===== config.mk =====
export PLATFORM = sky130hd
export DESIGN_NAME = occ_front
export DESIGN_NICKNAME = d
export VERILOG_FILES = /design/src/hw/rtl/occ_pkg.sv /design/src/hw/rtl/occ_front.sv
export VERILOG_INCLUDE_DIRS = /design/src /design/src/hw/rtl
export SDC_FILE = /design/constraint.sdc
export NUM_CORES = 2
export LEC_CHECK = 0
export BUFFER_PORTS_ARGS = -buffer_cell sky130_fd_sc_hd__buf_4
export CAP_MARGIN = 20
export CORE_ASPECT_RATIO = 1.2
export CORE_MARGIN = 2
export CORE_UTILIZATION = 60
export DETAILED_ROUTE_END_ITERATION = 16
export PLACE_DENSITY_LB_ADDON = 0.25
export SYNTH_ARGS = -nofsm -noshare
export SYNTH_HDL_FRONTEND = slang
export SYNTH_SLANG_ARGS = --single-unit

===== constraint.sdc =====
create_clock -name aclk -period 11.9 [get_ports aclk]
set_input_delay 0.595 -clock aclk [delete_from_list [all_inputs] [get_ports aclk]]
set_output_delay 0.595 -clock aclk [all_outputs]
set_load 0.1 [all_outputs]

===== src/hw/rtl/assert_macros.svh =====
// Assertion helpers shared by the RTL files. Each use expects aclk and aresetn in scope.
`ifndef ASSERT_MACROS_SVH
`define ASSERT_MACROS_SVH

// Same-cycle implication.
`define OCC_ASSERT_IMP(label, ante, cons, msg) \
    label: assert property (@(posedge aclk) disable iff (!aresetn) (ante) |-> (cons)) \
        else $error(msg);

// Next-cycle implication.
`define OCC_ASSERT_NXT(label, ante, cons, msg) \
    label: assert property (@(posedge aclk) disable iff (!aresetn) (ante) |=> (cons)) \
        else $error(msg);

`endif


===== src/hw/rtl/occ_pkg.sv =====
// ============================================================================
// occ_pkg
// Shared types and constants of the online consensus clustering block.
// ============================================================================
package occ_pkg;

    localparam int MAX_GROUPS_DEF  = 32;
    localparam int MAX_COLUMNS_DEF = 128;
    localparam int COUNT_BITS_DEF  = 16;

    // Widest group index and row length over the supported parameter range
    localparam int GRP_W = 8;
    localparam int LEN_W = 11;

    localparam int CMD_DEPTH = 2;

    localparam logic [2:0] CELL_MISSING = 3'd0;
    localparam logic [2:0] CELL_OTHER   = 3'd4;

    localparam logic [7:0] NCOLS_RESET = 8'd128;

    typedef enum logic [1:0] {
        CFG_CUTOFF  = 2'd0,
        CFG_OVERLAP = 2'd1,
        CFG_NCOLS   = 2'd2
    } cfg_reg_t;

    typedef enum logic [1:0] {
        CMD_JOIN  = 2'd0,
        CMD_FOUND = 2'd1,
        CMD_FULL  = 2'd2
    } cmd_kind_t;

    typedef struct packed {
        cmd_kind_t        kind;
        logic [GRP_W-1:0] group;
        logic [LEN_W-1:0] len;
    } cmd_t;

    typedef struct packed {
        logic idle;
    } back_stat_t;

    typedef enum logic [1:0] {
        F_FETCH,
        F_CELL,
        F_SEL,
        F_DECIDE
    } f_state_t;

    typedef enum logic [2:0] {
        B_IDLE,
        B_CNT,
        B_RD,
        B_WR,
        B_DONE
    } b_state_t;

endpackage


===== src/hw/rtl/occ_front.sv =====
// ============================================================================
// occ_front
// Row classifier: tallies each cell against every consensus in use, then picks a group or drops the row.
// ============================================================================
`include "assert_macros.svh"

module occ_front #(
    parameter int MAX_GROUPS  = occ_pkg::MAX_GROUPS_DEF,
    parameter int MAX_COLUMNS = occ_pkg::MAX_COLUMNS_DEF
) (
    input  logic                               aclk,
    input  logic                               aresetn,
    input  logic                               s_tvalid,
    output logic                               s_tready,
    input  logic [7:0]                         s_tdata,
    input  logic [16:0]                        similarity_cutoff,
    input  logic [7:0]                         min_overlap,
    input  logic [7:0]                         num_columns,
    output logic                               cons_rd_en,
    output logic [((MAX_COLUMNS > 1) ? $clog2(MAX_COLUMNS) : 1)-1:0] cons_rd_addr,
    input  logic [MAX_GROUPS*3-1:0]            cons_rd_data,
    output logic                               rc_we,
    output logic [((MAX_COLUMNS > 1) ? $clog2(MAX_COLUMNS) : 1)-1:0] rc_addr,
    output logic [2:0]                         rc_data,
    output logic                               push,
    output occ_pkg::cmd_t                      push_cmd,
    input  logic                               fifo_full,
    input  logic                               fifo_empty,
    input  occ_pkg::back_stat_t                back_stat
);

    localparam int GW = $clog2(MAX_GROUPS);
    localparam int UW = $clog2(MAX_GROUPS + 1);
    localparam int CW = (MAX_COLUMNS > 1) ? $clog2(MAX_COLUMNS) : 1;
    localparam int TW = (MAX_COLUMNS > 1) ? $clog2(MAX_COLUMNS + 1) : 1;
    localparam int NW = (TW > 8) ? TW : 8;

    occ_pkg::f_state_t state_reg, state_next;

    logic [CW-1:0] pos_reg, pos_next;
    logic [TW-1:0] rowlen_reg, rowlen_next;
    logic [UW-1:0] used_reg, used_next;
    logic [UW-1:0] sel_reg, sel_next;
    logic          have_reg, have_next;
    logic [GW-1:0] best_reg, best_next;
    logic [TW-1:0] be_reg, be_next;
    logic [TW-1:0] bc_reg, bc_next;

    logic [TW-1:0] common_reg [MAX_GROUPS];
    logic [TW-1:0] common_next [MAX_GROUPS];
    logic [TW-1:0] equal_reg [MAX_GROUPS];
    logic [TW-1:0] equal_next [MAX_GROUPS];

    logic [2:0]      code;
    logic [2:0]      lead;
    logic [NW-1:0]   ncols_ext;
    logic [TW-1:0]   len_eff;
    logic [TW-1:0]   pos_p1;
    logic [TW-1:0]   c_sel, e_sel, cd, ed;
    logic [2*TW-1:0] prod_new, prod_best;
    logic [TW+16:0]  lhs, rhs;
    logic            accept;

    assign accept = s_tvalid && s_tready;

    always_comb begin
        ncols_ext = NW'(num_columns);
        if (ncols_ext == '0) begin
            len_eff = TW'(1);
        end else if (ncols_ext > NW'(MAX_COLUMNS)) begin
            len_eff = TW'(MAX_COLUMNS);
        end else begin
            len_eff = TW'(ncols_ext);
        end
    end

    assign pos_p1 = TW'(pos_reg) + 1'b1;
    assign code   = (s_tdata[2:0] > occ_pkg::CELL_OTHER) ? occ_pkg::CELL_OTHER : s_tdata[2:0];

    always_comb begin
        c_sel     = common_reg[sel_reg[GW-1:0]];
        e_sel     = equal_reg[sel_reg[GW-1:0]];
        cd        = (c_sel == '0) ? TW'(1) : c_sel;
        ed        = (c_sel == '0) ? '0 : e_sel;
        prod_new  = (2*TW)'(ed) * (2*TW)'(bc_reg);
        prod_best = (2*TW)'(be_reg) * (2*TW)'(cd);
        lhs       = (TW+17)'({be_reg, 16'h0000});
        rhs       = (TW+17)'(similarity_cutoff) * (TW+17)'(bc_reg);
    end

    always_comb begin
        state_next   = state_reg;
        pos_next     = pos_reg;
        rowlen_next  = rowlen_reg;
        used_next    = used_reg;
        sel_next     = sel_reg;
        have_next    = have_reg;
        best_next    = best_reg;
        be_next      = be_reg;
        bc_next      = bc_reg;
        s_tready     = 1'b0;
        cons_rd_en   = 1'b0;
        cons_rd_addr = pos_reg;
        rc_we        = 1'b0;
        rc_addr      = pos_reg;
        rc_data      = code;
        push         = 1'b0;
        push_cmd     = '{kind: occ_pkg::CMD_FULL, group: '0, len: '0};
        lead         = '0;
        for (int g = 0; g < MAX_GROUPS; g++) begin
            common_next[g] = common_reg[g];
            equal_next[g]  = equal_reg[g];
        end

        unique case (state_reg)
            occ_pkg::F_FETCH: begin
                cons_rd_en = 1'b1;
                if (fifo_empty && back_stat.idle) begin
                    state_next = occ_pkg::F_CELL;
                end
            end
            occ_pkg::F_CELL: begin
                s_tready = 1'b1;
                if (s_tvalid) begin
                    rc_we = 1'b1;
                    for (int g = 0; g < MAX_GROUPS; g++) begin
                        lead = cons_rd_data[g*3 +: 3];
                        if (UW'(g) < used_reg && code != occ_pkg::CELL_MISSING
                            && lead != occ_pkg::CELL_MISSING) begin
                            common_next[g] = common_reg[g] + 1'b1;
                            if ((code == 3'd2 || code == 3'd3) == (lead == 3'd2 || lead == 3'd3)) begin
                                equal_next[g] = equal_reg[g] + 1'b1;
                            end
                        end
                    end
                    if (pos_p1 >= len_eff) begin
                        pos_next    = '0;
                        rowlen_next = pos_p1;
                        sel_next    = '0;
                        have_next   = 1'b0;
                        best_next   = '0;
                        be_next     = '0;
                        bc_next     = TW'(1);
                        state_next  = occ_pkg::F_SEL;
                    end else begin
                        pos_next   = pos_reg + 1'b1;
                        state_next = occ_pkg::F_FETCH;
                    end
                end
            end
            occ_pkg::F_SEL: begin
                if (sel_reg < used_reg) begin
                    if (NW'(c_sel) >= NW'(min_overlap) && (!have_reg || prod_new > prod_best)) begin
                        have_next = 1'b1;
                        best_next = sel_reg[GW-1:0];
                        be_next   = ed;
                        bc_next   = cd;
                    end
                    sel_next = sel_reg + 1'b1;
                end else begin
                    state_next = occ_pkg::F_DECIDE;
                end
            end
            occ_pkg::F_DECIDE: begin
                if (!fifo_full) begin
                    push = 1'b1;
                    push_cmd.len = occ_pkg::LEN_W'(rowlen_reg);
                    if (have_reg && lhs >= rhs) begin
                        push_cmd.kind  = occ_pkg::CMD_JOIN;
                        push_cmd.group = occ_pkg::GRP_W'(best_reg);
                    end else if (used_reg >= UW'(MAX_GROUPS)) begin
                        push_cmd.kind = occ_pkg::CMD_FULL;
                    end else begin
                        push_cmd.kind  = occ_pkg::CMD_FOUND;
                        push_cmd.group = occ_pkg::GRP_W'(used_reg);
                        used_next      = used_reg + 1'b1;
                    end
                    for (int g = 0; g < MAX_GROUPS; g++) begin
                        common_next[g] = '0;
                        equal_next[g]  = '0;
                    end
                    state_next = occ_pkg::F_FETCH;
                end
            end
            default: state_next = occ_pkg::F_FETCH;
        endcase
    end

    always_ff @(posedge aclk) begin
        if (!aresetn) begin
            state_reg <= occ_pkg::F_FETCH;
            pos_reg   <= '0;
            used_reg  <= '0;
            sel_reg   <= '0;
            have_reg  <= 1'b0;
            for (int g = 0; g < MAX_GROUPS; g++) begin
                common_reg[g] <= '0;
                equal_reg[g]  <= '0;
            end
        end else begin
            state_reg <= state_next;
            pos_reg   <= pos_next;
            used_reg  <= used_next;
            sel_reg   <= sel_next;
            have_reg  <= have_next;
            for (int g = 0; g < MAX_GROUPS; g++) begin
                common_reg[g] <= common_next[g];
                equal_reg[g]  <= equal_next[g];
            end
        end
    end

    always_ff @(posedge aclk) begin
        rowlen_reg <= rowlen_next;
        best_reg   <= best_next;
        be_reg     <= be_next;
        bc_reg     <= bc_next;
    end

    `OCC_ASSERT_IMP(a_cell_back_idle, s_tready, (fifo_empty && back_stat.idle),
        "cell taken while consensus update in flight")
    `OCC_ASSERT_NXT(a_tally_cleared, push, (common_reg[0] == '0 && equal_reg[0] == '0),
        "tallies not cleared after row decision")

endmodule


Word-level counts from Yosys, hierarchy flattened --
Memory sizes are Yosys's and may differ from the RTL's. A register that Yosys moved wholly into a read port is not among the register bits. Index checks and enable logic that the tools add are counted. Widths: inputs -> output; s select.
Word-level totals: output and inout bits 42, logic and storage cells 661, input bits 143, register bits after elaboration 51, RAM bits 512, memories kept 2
Memory list:
- common_reg | words 32, width 8, read ports 33, clocked after memory_dff 1, wr ports 32, line occ_front.sv:49 | logic [TW-1:0] common_reg [MAX_GROUPS];
- equal_reg | words 32, width 8, read ports 33, clocked after memory_dff 1, wr ports 32, line occ_front.sv:51 | logic [TW-1:0] equal_reg [MAX_GROUPS];
Operators by class: multiplexer cells 219, add/subtract/negate cells 68, multipliers 3, bitwise operators 67, reduce and logical (&&, ||, !) cells 145, magnitude comparators 40, eq/ne operators 108
Operators with widths (count):
- $mux 8 | 172
- $mux 256 | 4
- $pmux 256 s2 | 2
- $add 8x1->8 const B | 64
- $eq 3x2->1 const B | 66
- $reduce_bool 3->1 | 33
- $lt 5x6->1 const A | 16
- $logic_and 1x1->1 | 67
- $or 1x1->1 | 64
- $lt 4x6->1 const A | 8
- $mux 21 | 2
- $mux 5 | 8
- $logic_or 1x1->1 | 34
- $eq 1x1->1 | 32
- $mul 8x8->16 | 2
- $pmux 8 s2 | 2
- $ge 24x25->1 | 1
- $mul 17x8->25 | 1
- $lt 3x6->1 const A | 4
- $mux 6 | 4
- $ge 8x8->1 | 2
- $gt 16x16->1 | 1
- $logic_not 8->1 | 2
- $ne 2x2->1 const B | 7
- 28 further kinds | 52

Longest topological paths before layout --
depth after elaboration 10, gate-level depth with buffers 35, depth with buffers taken out 31

Least setup slack after synthesis --
Ideal clock, no wire load.
path type flip-flop to output port, start register bc_reg[7], end output port push_cmd[19] (netlist bit), arrival time 9.275 ns, path buffers 2, path slack 2.030 ns, required time 11.305 ns, stages on the path, launching flop included 22, cell sequence edfxtp_1 clkbuf_1 nand2_1 fa_1 inv_1 fa_1 fa_1 fa_1 ha_1 clkbuf_1 a211o_1 o311a_1 o21a_1 o31a_1 a211oi_1 xor2_1 ha_1 or2_2 a21oi_1 a21oi_1 a211o_1 o41ai_1
RTL lines:
- from (decl) | line occ_front.sv:47 | logic [TW-1:0] bc_reg, bc_next;
- from (signal assigned) | line occ_front.sv:217 | bc_reg <= bc_next;
- to (decl) | line occ_front.sv:26 | output occ_pkg::cmd_t push_cmd,

==> results.cfg <==
[clocking]
cts_hold_buffers = 0
cts.clk_slew.worst_paths_ns = 0.06
cts_root_buffer = clkbuf_16
cts_sinks = 568
cts_tree = done
cts-resized-gates = 0
cts_setup_buffers = 0
clockBufferDepth = 3
cts_buffers = 55
cts_max_level = 2
clkLatencyLatePin_ns = 0.64

[critical_path]
crit_required_ns = 12.27
crit_type = reg2reg
cp_data_arrival_time_ns = 9.79
cp_slowest_cell = dfxtp_4
worst-path-buf-inv = 5
slowest_delay_ns = 0.81
crit_fanout = 38
worstSetupEndpointType = flop
critPathTopFamily = adder cells
startpoint_type = flop

[sta]
clock_skew_ns = 0.0344
slew_violations = 0
tns_ns = 0
worst_pin_slew_ns = 1.13
final-setup-viol-count = 0
fin_hold_ws_ns = 0.393
min_period_over_period_pct = 79.1
max_slew_margin_pct = 24.4
fmax_mhz = 106
fin_crit_ns = 9.42
rsz0062_at_grt = false
hold_violations = 0

[power_and_ir_drop]
power_mw = 4.84
peakVddDrop_uv = 110
p_leak_nw = 17.5
cellPowerDensity_mw_per_mm2 = 113

[global_routing]
antenna_found_initial = 2
grt_pass1_wl_um = 162000
grt_pass1_vias = 30300
grt_usage_pct = 29.9
grt_remaining_overflow = 0
grt_max_degree = 206

[synth]
ys_warn_count = 0
synth_ff_type = dfxtp_1
synth.ff_latch_count = 568
synthDistinctLibCells = 81
syn_area_sq_mm = 0.0391
synthArstFlopShare_pct = 0
yosysSeqAreaShare_pct = 29.8
synth_edf_count = 29
synth_cells = 4222
avgSynthCellArea_sq_um = 9.27

[place]
place_congestion = 0.949
io_buffers = 173
dpl.cell_count = 5094
dp_hpwl_um = 74700

[cells_and_area]
syn_to_final_growth_pct = 9.48
diodes = 0
final_cells = 5196
multi_input_area_sq_mm = 0.0258
fillers = 5256
drive_gt1_share_pct = 11.0
finalNetCount = 4857
seq_area_sq_mm = 0.0117
final_core_util_pct = 66.3

[floorplan]
rows = 102
core_sq_mm = 0.0646
ioPinCount = 185
die_w_um = 237
fp.dieH_um = 284
dieArea_sq_mm = 0.0673
start_util_pct = 60.6

[detailed_routing]
vias = 31000
postRouteAntennaNets = 0
drt-wirelength-per-cell_um = 19.3
wirelength_um = 100000
drtIter0Drc = 2167
drc = 0
dr.pass1.iters = 6
viasPerCell = 5.96

[job]
cap_violations = 0

[hold_path]
hp-class = in2reg

[status]
status = finished, final reports clean
[area by class of cell]
type / instances / area share, %
timing repair buffer: 218 / 3.96
multi-input combinational: 3246 / 60.3
clock buffer: 84 / 3.75
sequential: 568 / 27.2
tap: 832 / 2.43
inverter: 233 / 2.04
clock inverter: 15 / 0.289
[per-layer routing]
layer / up-vias / global-route usage (%) / wire length (um)
li1: 14700 / - / -
met1: 15100 / 38.1 / 41100
met5: - / 0 / 13
met3: 211 / 5.14 / 7020
met2: 923 / 51.6 / 48800
met4: 2 / 10.0 / 3500
[cell usage after synthesis, drive strengths merged (43+ instances only)]
cell type  count  share of area, %
buf           45              0.81
and3         129               2.1
nand2b        47              0.75
ha           230               7.4
xnor2        158               3.5
dfxtp        539                28
nor3          59              0.75
nor2         538               5.2
or3           43              0.69
o21ai         97               1.2
clkbuf       135               1.3
nor2b        142               2.3
xor2         278               6.2
a21oi        119               1.5
nand3        128               1.6
nand4        143               2.3
a21boi        75               1.4
nand2        317               3.0
mux4         160               9.2
inv          232               2.2
fa           162               8.3
mux2i         69               1.8
and2         139               2.2
[path summary, 6_finish.rpt]
kind	cells after the start	startpoint	slack, ns	end
worst max-delay path	31	flop	2.48	bc_reg[4]
worst min-delay path	2	aresetn	0.39	equal_reg[5][1]
worst max register to register	31	flop	2.48	bc_reg[4]
worst min register to register	2	common_reg[31][7]	0.49	common_reg[31][7]
[placed cells by master, fill, tap and decap left out, types with 58 or more instances in the layout]
master    netlist  layout
dfxtp_1       539     536
nor2_1        535     535
nand2_1       317     315
xor2_1        278     278
inv_1         231     231
ha_1          230     230
buf_4          18     211
fa_1          162     162
xnor2_1       158     158
mux4_2        156     156
nand4_1       143     143
nor2b_1       142     142
and2_1        139     138
and3_1        129     129
nand3_1       128     128
a21oi_1       119     118
o21ai_0        95      95
a21boi_0       70      70
mux2i_1        68      68
nor3_1         59      58
[power by group]
| group | switching [mW] | internal, mW |
|---|---|---|
| clock | 0.780 | 0.931 |
| combinational | 0.684 | 0.508 |
| sequential | 0.0122 | 1.92 |
[per-stage QoR]
step / instance area (sq um) / setup slack, ns
6_report: 42800 / 2.48
5_1_grt: 42800 / 1.97
4_1_cts: 42800 / 2.36
3_5_place_dp: 41100 / 2.48
3_3_place_gp: 41000 / 2.27
2_1_floorplan: 39100 / 2.03
[kinds of logic (layout without fill, tap and decap cells)]
group                    after synthesis  after routing  share of synthesized area [%]
AND/OR/NAND/NOR                     1761           1761                           22.5
flip-flops                           568            568                           29.8
XOR/XNOR                             436            436                           9.76
AO/OA/AOI/OAI                        422            422                           6.90
buffers and inverters                413            550                           4.34
adder cells (fa/ha/maj)              392            392                           15.6
multiplexers                         229            229                           11.0
other                                  1              6                        0.00959
Note: power is estimated with default switching activity, not from simulation.
