`src/hw/rtl/assert_macros.svh`:
```
// Assertion helpers shared by the RTL files. Each use expects aclk and aresetn in scope.
`ifndef ASSERT_MACROS_SVH
`define ASSERT_MACROS_SVH

// Same-cycle implication.
`define OCC_ASSERT_IMP(label, ante, cons, msg) \
    label: assert property (@(posedge aclk) disable iff (!aresetn) (ante) |-> (cons)) \
        else $error(msg);

// Next-cycle implication.
`define OCC_ASSERT_NXT(label, ante, cons, msg) \
    label: assert property (@(posedge aclk) disable iff (!aresetn) (ante) |=> (cons)) \
        else $error(msg);

`endif

```
`src/hw/rtl/occ_pkg.sv`:
```
// ============================================================================
// occ_pkg
// Shared types and constants of the online consensus clustering block.
// ============================================================================
package occ_pkg;

    localparam int MAX_GROUPS_DEF  = 32;
    localparam int MAX_COLUMNS_DEF = 128;
    localparam int COUNT_BITS_DEF  = 16;

    // Widest group index and row length over the supported parameter range
    localparam int GRP_W = 8;
    localparam int LEN_W = 11;

    localparam int CMD_DEPTH = 2;

    localparam logic [2:0] CELL_MISSING = 3'd0;
    localparam logic [2:0] CELL_OTHER   = 3'd4;

    localparam logic [7:0] NCOLS_RESET = 8'd128;

    typedef enum logic [1:0] {
        CFG_CUTOFF  = 2'd0,
        CFG_OVERLAP = 2'd1,
        CFG_NCOLS   = 2'd2
    } cfg_reg_t;

    typedef enum logic [1:0] {
        CMD_JOIN  = 2'd0,
        CMD_FOUND = 2'd1,
        CMD_FULL  = 2'd2
    } cmd_kind_t;

    typedef struct packed {
        cmd_kind_t        kind;
        logic [GRP_W-1:0] group;
        logic [LEN_W-1:0] len;
    } cmd_t;

    typedef struct packed {
        logic idle;
    } back_stat_t;

    typedef enum logic [1:0] {
        F_FETCH,
        F_CELL,
        F_SEL,
        F_DECIDE
    } f_state_t;

    typedef enum logic [2:0] {
        B_IDLE,
        B_CNT,
        B_RD,
        B_WR,
        B_DONE
    } b_state_t;

endpackage

```
`src/hw/rtl/occ_cmd_fifo.sv`:
```
// ============================================================================
// occ_cmd_fifo
// Short command queue between the row classifier and the group updater.
// ============================================================================
`include "assert_macros.svh"

module occ_cmd_fifo (
    input  logic          aclk,
    input  logic          aresetn,
    input  logic          push,
    input  occ_pkg::cmd_t push_cmd,
    input  logic          pop,
    output occ_pkg::cmd_t head,
    output logic          full,
    output logic          empty
);

    localparam int DEPTH = occ_pkg::CMD_DEPTH;
    localparam int PW    = (DEPTH > 1) ? $clog2(DEPTH) : 1;
    localparam int CNTW  = $clog2(DEPTH + 1);

    occ_pkg::cmd_t q_mem [DEPTH];

    logic [PW-1:0]   wr_ptr_reg, wr_ptr_next;
    logic [PW-1:0]   rd_ptr_reg, rd_ptr_next;
    logic [CNTW-1:0] count_reg, count_next;

    assign full  = (count_reg == CNTW'(DEPTH));
    assign empty = (count_reg == '0);
    assign head  = q_mem[rd_ptr_reg];

    always_comb begin
        wr_ptr_next = wr_ptr_reg;
        rd_ptr_next = rd_ptr_reg;
        count_next  = count_reg;
        if (push) begin
            wr_ptr_next = (wr_ptr_reg == PW'(DEPTH - 1)) ? '0 : wr_ptr_reg + 1'b1;
        end
        if (pop) begin
            rd_ptr_next = (rd_ptr_reg == PW'(DEPTH - 1)) ? '0 : rd_ptr_reg + 1'b1;
        end
        if (push && !pop) begin
            count_next = count_reg + 1'b1;
        end else if (pop && !push) begin
            count_next = count_reg - 1'b1;
        end
    end

    always_ff @(posedge aclk) begin
        if (!aresetn) begin
            wr_ptr_reg <= '0;
            rd_ptr_reg <= '0;
            count_reg  <= '0;
        end else begin
            wr_ptr_reg <= wr_ptr_next;
            rd_ptr_reg <= rd_ptr_next;
            count_reg  <= count_next;
        end
    end

    always_ff @(posedge aclk) begin
        if (push) begin
            q_mem[wr_ptr_reg] <= push_cmd;
        end
    end

    `OCC_ASSERT_IMP(a_no_overflow, push, (!full || pop), "command pushed into full queue")
    `OCC_ASSERT_IMP(a_no_underflow, pop, !empty, "command popped from empty queue")

endmodule

```
`config.mk`:
```
export PLATFORM = sky130hd
export DESIGN_NAME = occ_cmd_fifo
export DESIGN_NICKNAME = d
export VERILOG_FILES = /design/src/hw/rtl/occ_pkg.sv /design/src/hw/rtl/occ_cmd_fifo.sv
export VERILOG_INCLUDE_DIRS = /design/src /design/src/hw/rtl
export SDC_FILE = /design/constraint.sdc
export NUM_CORES = 1
export LEC_CHECK = 0
export ABC_AREA = 1
export BUFFER_PORTS_ARGS = -buffer_cell sky130_fd_sc_hd__buf_2
export CORE_MARGIN = 1.5
export CORE_UTILIZATION = 50
export DETAILED_ROUTE_END_ITERATION = 12
export PLACE_DENSITY = 0.79
export SLEW_MARGIN = 20
export SYNTH_ARGS = -nofsm -noshare
export SYNTH_HDL_FRONTEND = slang
export SYNTH_SLANG_ARGS = --single-unit
```
`constraint.sdc`:
```
create_clock -name aclk -period 2.95 [get_ports aclk]
set_clock_uncertainty 0.1 [all_clocks]
set_input_delay 0.59 -clock aclk [delete_from_list [all_inputs] [get_ports aclk]]
set_output_delay 0.59 -clock aclk [all_outputs]
set_load 0.02 [all_outputs]
```
Yosys cells after proc, flatten, opt, wreduce, memory -nomap -nowiden. Memory sizes are Yosys's and may differ from the RTL's. A register that Yosys moved wholly into a read port is not among the register bits. Index checks and enable logic that the tools add are counted.

RAM bits: 42. Latch bits: 0. Memories: 1. ROM bits: 0. Register bits after elaboration: 4. Output and inout bits: 23. Bits of input ports: 25.

Memories: q_mem (depth 2, width 21, rd ports 1, clocked after Yosys merged registers in 1, write ports 1, line occ_cmd_fifo.sv:22) `occ_pkg::cmd_t q_mem [DEPTH];`.

Reduce and logical (&&, ||, !) cells: 6. Bitwise operators: 0. Shift operators: 0. Mux-type cells: 8. $mul: 0. Eq/ne operators: 1. Magnitude comparators: 0. Div/mod/pow operators: 0. $add $sub $neg: 4.

Operators by type and width (number): 2-to-1 mux 1 bit (6); 2-to-1 mux 2 bit (2); adder 1 bit (second input constant) (2); adder 2 x 1 -> 2 bit (second input constant) (1); == test 2 bit (second input constant) (1); logical AND 1 bit (2); zero test 1 bit (2); zero test 2 bit (1); nonzero test 2 bit (1); subtractor 2 x 1 -> 2 bit (second input constant) (1).

Depth between registers and ports, before layout. Gate-level depths: netlist of run 1.

Depth after elaboration: 4. Depth in mapped cells: 8.

Worst setup path before layout of run 1. No wires, ideal clock.

Kind: input-to-reg. Start: in push. End: mem q_mem[0][0] in the netlist's numbering (enable). Data arrival time: 1.520 ns. Data required time: 2.451 ns. Slack: 0.931 ns. Cell stages on the path: 2. Cell sequence: inv_1 nor2_1.

Cells in the longest elaborated chain, start to end: 2.

Ends and longest elaborated chain: start, declared (line occ_cmd_fifo.sv:10) `input logic push,`; 2-to-1 mux 1 bit (line occ_cmd_fifo.sv:62) `if (push) begin`; 2-to-1 mux 1 bit (implied by the code) (line occ_cmd_fifo.sv:63) `q_mem[wr_ptr_reg] <= push_cmd;`; end, declared (line occ_cmd_fifo.sv:22).

No other way between the ends.

==> results.md, run 1 <==
- Status: finished, final reports clean
- Synth Flop Type: sky130_fd_sc_hd__edfxtp_1
- H-tree lvl count: 2
- Hold Crit Class: in -> reg
- Distinct cell type count of the synthesized netlist: 13
- Core Area: 3420 sq um
- Top cells by area in the synthesized netlist: sky130_fd_sc_hd__edfxtp_1 (69%), sky130_fd_sc_hd__mux2_4 (16%), sky130_fd_sc_hd__dfxtp_1 (5.5%), sky130_fd_sc_hd__nor2_1 (1.9%), sky130_fd_sc_hd__inv_1 (1.6%)
- Worst path arrival time: 1720 ps
- Area of the multi-input gates: 412 sq um
- Post-CTS Resized: 0
- Post-synthesis to final-layout area growth: 20.1%
- Fraction of synthesized cell area taken by the top area cell type: 0.692
- RSZ-0062 raised after global routing: no
- Maximum clock insertion buffer count: 2
- Die Span X: 63.4 um
- Share of synthesized area occupied by flip-flops and latches: 0.747
- Fillcell total: 254
- Most frequent cell after synthesis: sky130_fd_sc_hd__edfxtp_1
- Global-route wire length before repair: 4310 um
- Final layout net count: 180
- Setup TNS: 0 ps
- Internal Power: 0.00103 W
- Overall die area: 4020 sq um
- Count of max-cap constraint violations: 0
- Final worst path period share: 0.818
- Sequential standard cell area: 1360 sq um
- Overall global routing resource usage: 0.150
- Highest ir drop seen on vdd: 0.000279 V
- Ys async rst share: 0
- TritonCTS clock tree: built
- Root buf cell: sky130_fd_sc_hd__clkbuf_4
- Avg Synthesized Cell Area: 18.2 sq um
- Transition time at the pin with the least slew margin: 800 ps
- CTS clk-pin slew, worst paths: 130 ps
- Areal power density over the cells: 608 nW/um^2
- Startpoint Class: flop
- Final number of max-transition violations: 0
- Die outline height: 63.4 um
- Leakage: 0.918 nW
- Number of antenna violations at the first check in global routing: 0
- FP Rows: 21
- Warnings, synthesis: 0
- Via count of the routed design: 978
- Vias in the first global route: 989
- Hold path depth: 1
- Hold Violations, Final: 0
- Routed Wire Length: 2830 um
- Routed wire per std cell: 14.1 um
- Via-to-Cell Ratio: 4.87
- Flip-flop and latch count after synthesis: 47
- Clock power share: 0.278
- Clock Sink Count: 47
- Global placement routability congestion: 0.675
- Sequential power share: 0.586
- Count of mapped cells out of synthesis: 100
- Biggest area consumer among synthesized cells: sky130_fd_sc_hd__edfxtp_1
- CTS hold repair buffers: 0
- Post-CTS repair timing setup buffer count: 0
- Share of total power consumed by net switching: 0.230
- P_sw: 0.000306 W
- Number of flops mapped to enable cells by yosys: 42
- Detail Placement HPWL: 2040 um
- Number of nets in the synthesized netlist: 126
- Gate power share: 0.136
- Worst slew margin relative to its limit: 0.466
- Required arrival time at the worst endpoint: 2260 ps
- Overflow after GRT: 0
- Worst-case reg-to-reg path depth: 2
- Leading cell types by count after synthesis: sky130_fd_sc_hd__edfxtp_1 (42), sky130_fd_sc_hd__mux2_4 (20), sky130_fd_sc_hd__nor2_1 (9)
- Number of nets still failing antenna checks after routing: 0
- Total clock buffers created by CTS: 5
- Highest Clock Rate: 414 MHz
- I/O pin total: 48
- Largest net degree at the start of global routing: 22
- Clock period minus final worst setup slack: 2410 ps
- Ant. Diodes: 0
- Fraction of final layout cells sized beyond drive strength 1: 0.503
- Total of buffers placed on input and output ports: 47
- Combined area of all synthesized cells: 1820 sq um
- Final routed DRC violation total: 0
- Total chip power: 0.00133 W
- Number of flip-flops under the largest register name: 42
- Nature of the critical path endpoint: output pin
- Drt first-iter violations: 50
- Largest fanout of any net on the critical path: 16
- Clock latency on the worst-skew pair: 360 ps
- Final number of setup-violating endpoints: 0
- DR pass1 iterations: 6
- Critical path class: reg -> out
- Initial Utilization: 0.534
[path summary, 6_finish.rpt]
path | end | slack (ps) | from
max | head[15] | 540 | flop
min | q_mem[0][7] | 300 | push_cmd[7]
max reg2reg | q_mem[1][14] | 1420 | wr_ptr_reg
min reg2reg | wr_ptr_reg | 430 | wr_ptr_reg
[metal layers]
layer  GRT usage  vias to the layer above  wire length, um
met3      0.0643                        9              177
met5           0                        -                0
met2       0.251                       34             1500
met4      0.0978                        0              100
li1            -                      471                -
met1       0.150                      464             1040
[cells in the final DEF (no fill, tap or decap), types with 2 or more instances in the layout]
| cell | instances |
|---|---|
| sky130_fd_sc_hd__buf_2 | 47 |
| sky130_fd_sc_hd__inv_1 | 8 |
| sky130_fd_sc_hd__nor2_1 | 8 |
| sky130_fd_sc_hd__edfxtp_1 | 42 |
| sky130_fd_sc_hd__dfxtp_1 | 5 |
| sky130_fd_sc_hd__mux2_4 | 20 |
| sky130_fd_sc_hd__buf_4 | 2 |
| sky130_fd_sc_hd__nand2_1 | 8 |
| sky130_fd_sc_hd__clkbuf_4 | 5 |
[metrics by stage]
stage               utilization  instances  area, sq um  hold slack [ps]  worst slack (ps)
floorplan                     -        100         1820              363               931
CTS                       0.641        201         2190              294               506
global placement          0.618        193         2110              378               940
finish                    0.641        201         2190              300               536
detailed placement        0.618        193         2110              392               905
global route              0.641        201         2190              279               434
[logic make-up (layout without fill, tap and decap cells)]
family | count (synthesis) | count (layout) | synth area share
compound gates | 2 | 2 | 0.00549
fa+ha+maj | 1 | 1 | 0.00686
buf+inv | 10 | 65 | 0.0288
flops | 47 | 47 | 0.747
mux | 21 | 21 | 0.171
simple gates | 19 | 19 | 0.0412
[power groups by stage]
stage / Clock (W) / Combinational, W / Sequential [W]
after global placement: 0 / 0.000176 / 0.000793
after global routing: 0.000402 / 0.000194 / 0.000783
after CTS: 0.000374 / 0.000184 / 0.000780
after floorplan: 0 / 0.000127 / 0.000790
after detailed placement: 0 / 0.000184 / 0.000796
final: 0.000370 / 0.000182 / 0.000780
[layout make-up]
| class | count | share of cell area |
|---|---|---|
| Inverter | 8 | 0.0137 |
| Multi-Input combinational cell | 43 | 0.188 |
| Sequential cell | 47 | 0.622 |
| Clock inverter | 2 | 0.0171 |
| Clock buffer | 6 | 0.0189 |
| Tap cell | 46 | 0.0263 |
| Timing Repair Buffer | 49 | 0.114 |
[critical path, stage by stage (launching register included)]
cell and delay [ps]:
sky130_fd_sc_hd__dfxtp_1 510, sky130_fd_sc_hd__buf_4 360, sky130_fd_sc_hd__mux2_4 340, sky130_fd_sc_hd__buf_2 160
(Power assumes the default switching activity.)
==> run 2, diff against run 1 <==
- CORE_UTILIZATION: 50 -> 46
- PLACE_DENSITY: 0.79 -> 0.77
- clock period: 2.95 -> 2 ns (I/O delays scaled with it)
==> results.md, run 2 (same netlist as run 1, synthesis figures left out) <==
- Status: finished, final reports clean (unchanged)
- Maximum clock insertion buffer count: 2 (unchanged)
- Areal power density over the cells: 964 nW/um^2 (was 608 nW/um^2)
- Total clock buffers created by CTS: 5 (unchanged)
- Core Area: 3740 sq um (was 3420 sq um)
- Reg2reg setup slack: 890 ps (was 1420 ps)
- Clock latency on the worst-skew pair: 290 ps (was 360 ps)
- Number of nets still failing antenna checks after routing: 0 (unchanged)
- Highest Clock Rate: 533 MHz
- TritonCTS clock tree: built (unchanged)
- Root buf cell: sky130_fd_sc_hd__clkbuf_8 (was sky130_fd_sc_hd__clkbuf_4)
- Overall die area: 4350 sq um (was 4020 sq um)
- Final layout net count: 184 (was 180)
- Drt first-iter violations: 28 (was 50)
- Count of max-cap constraint violations: 0 (unchanged)
- Ant. Diodes: 0 (unchanged)
- Total of buffers placed on input and output ports: 47 (unchanged)
- Detail Placement HPWL: 2030 um (was 2040 um)
- Setup TNS: 0 ps (unchanged)
- Required arrival time at the worst endpoint: 1500 ps (was 2260 ps)
- Startpoint Class: flop (unchanged)
- Global placement routability congestion: 0.650 (was 0.675)
- Hold Violations, Final: 0 (unchanged)
- I/O pin total: 48 (unchanged)
- Worst path slowest cell: sky130_fd_sc_hd__dfxtp_2 (was sky130_fd_sc_hd__dfxtp_1)
- Via-to-Cell Ratio: 4.68 (was 4.87)
- Number of antenna violations at the first check in global routing: 0 (unchanged)
- Total chip power: 0.00221 W (was 0.00133 W)
- Die Span X: 66.0 um (was 63.4 um)
- Post-synthesis to final-layout area growth: 25.6% (was 20.1%)
- Die outline height: 66.0 um (was 63.4 um)
- Final critical-path setup slack: 123 ps (was 536 ps)
- Final routed DRC violation total: 0 (unchanged)
- DR pass1 iterations: 4 (was 6)
- H-tree lvl count: 2 (unchanged)
- Final core utilization: 0.612 (was 0.641)
- Largest fanout of any net on the critical path: 5 (was 16)
- Routed wire per std cell: 12.7 um (was 14.1 um)
- Buffers & Inverters on Critical Path: 2 (unchanged)
- Initial Utilization: 0.487 (was 0.534)
- Via count of the routed design: 969 (was 978)
- Slowest Stage Delay on Critical Path: 420 ps (was 510 ps)
- Fraction of final layout cells sized beyond drive strength 1: 0.522 (was 0.503)
- Critical path class: reg -> out (unchanged)
- Vias in the first global route: 992 (was 989)
- Highest ir drop seen on vdd: 0.000611 V (was 0.000279 V)
- Clock period minus final worst setup slack: 1880 ps
- CTS clk-pin slew, worst paths: 80 ps (was 130 ps)
- Cell area after layout: 2290 sq um (was 2190 sq um)
- Nature of the critical path endpoint: output pin (unchanged)
- Worst slack at placement: 305 ps (was 905 ps)
- Fillcell total: 292 (was 254)
- Leakage: 0.969 nW (was 0.918 nW)
- Worst slew margin relative to its limit: 0.889 (was 0.466)
- Worst path arrival time: 1380 ps (was 1720 ps)
- Most common cell after layout, fill and taps aside: sky130_fd_sc_hd__buf_2 (unchanged)
- Global-route wire length before repair: 4040 um (was 4310 um)
- Final worst path period share: 0.938
- Hold Crit Class: in -> reg (unchanged)
- Number of flip-flops under the largest register name: 42 (unchanged)
- Overall global routing resource usage: 0.130 (was 0.150)
- FP Rows: 22 (was 21)
- Overflow after GRT: 0 (unchanged)
- Most frequent cells in the layout: sky130_fd_sc_hd__buf_2 (47), sky130_fd_sc_hd__edfxtp_1 (42), sky130_fd_sc_hd__mux2_4 (20) (unchanged)
- CTS hold repair buffers: 0 (unchanged)
- Instance area at placement: 2160 sq um (was 2110 sq um)
- Family with the most delay on the worst path: flip-flops (was buffers and inverters)
- CP cell instances: buf_4 > mux2_2 > buf_2 (was buf_4 > mux2_4 > buf_2)
- Routed Wire Length: 2640 um (was 2830 um)
- Clock Sink Count: 47 (unchanged)
- Final number of setup-violating endpoints: 0 (unchanged)
- Final number of max-transition violations: 0 (unchanged)
- Transition time at the pin with the least slew margin: 166 ps (was 800 ps)
- RSZ-0062 raised after global routing: no (unchanged)
- Largest net degree at the start of global routing: 15 (was 22)
run 2: power by group:
part	switching [W]	leakage, nW	internal (W)
logic	0.000148	0.468	0.000130
registers	0.0000204	0.436	0.00113
clock network	0.000281	0.0654	0.000499
run 2: repair_timing:
item | CTS | global route
buffers inserted | 0 | 0
gates resized for setup | 1 | 0
hold endpoints to repair | 0 | 0
endpoints found under the setup margin | 1 | 0
run 2: layout make-up:
| class | count | area [sq um] | share of cell area |
|---|---|---|---|
| Timing Repair Buffer | 53 | 293 | 0.128 |
| Tap cell | 48 | 60.1 | 0.0262 |
| Multi-Input combinational cell | 43 | 412 | 0.180 |
| Inverter | 8 | 30.0 | 0.0131 |
| Sequential cell | 47 | 1360 | 0.595 |
| Clock inverter | 2 | 60.1 | 0.0262 |
| Clock buffer | 6 | 72.6 | 0.0317 |
run 2: worst paths after layout:
check / depth (start not counted) / startpoint / end
min reg2reg: 2 / wr_ptr_reg / wr_ptr_reg
max reg2reg: 3 / wr_ptr_reg / q_mem[1][9]
min: 1 / push_cmd[0] / q_mem[0][0]
max: 3 / flop / head[0]
run 2: routing by layer:
layer	global-route usage	wire, um
met5	0	0
met4	0.0612	33
met3	0.0460	207
met2	0.244	1420
met1	0.125	970
run 2: stage by stage:
| step | hold WS [ps] | instances |
|---|---|---|
| 3_5_place_dp | 408 | 199 |
| 2_1_floorplan | 363 | 100 |
| 3_3_place_gp | 380 | 199 |
| 4_1_cts | 186 | 207 |
| 6_report | 193 | 207 |
| 5_1_grt | 181 | 207 |
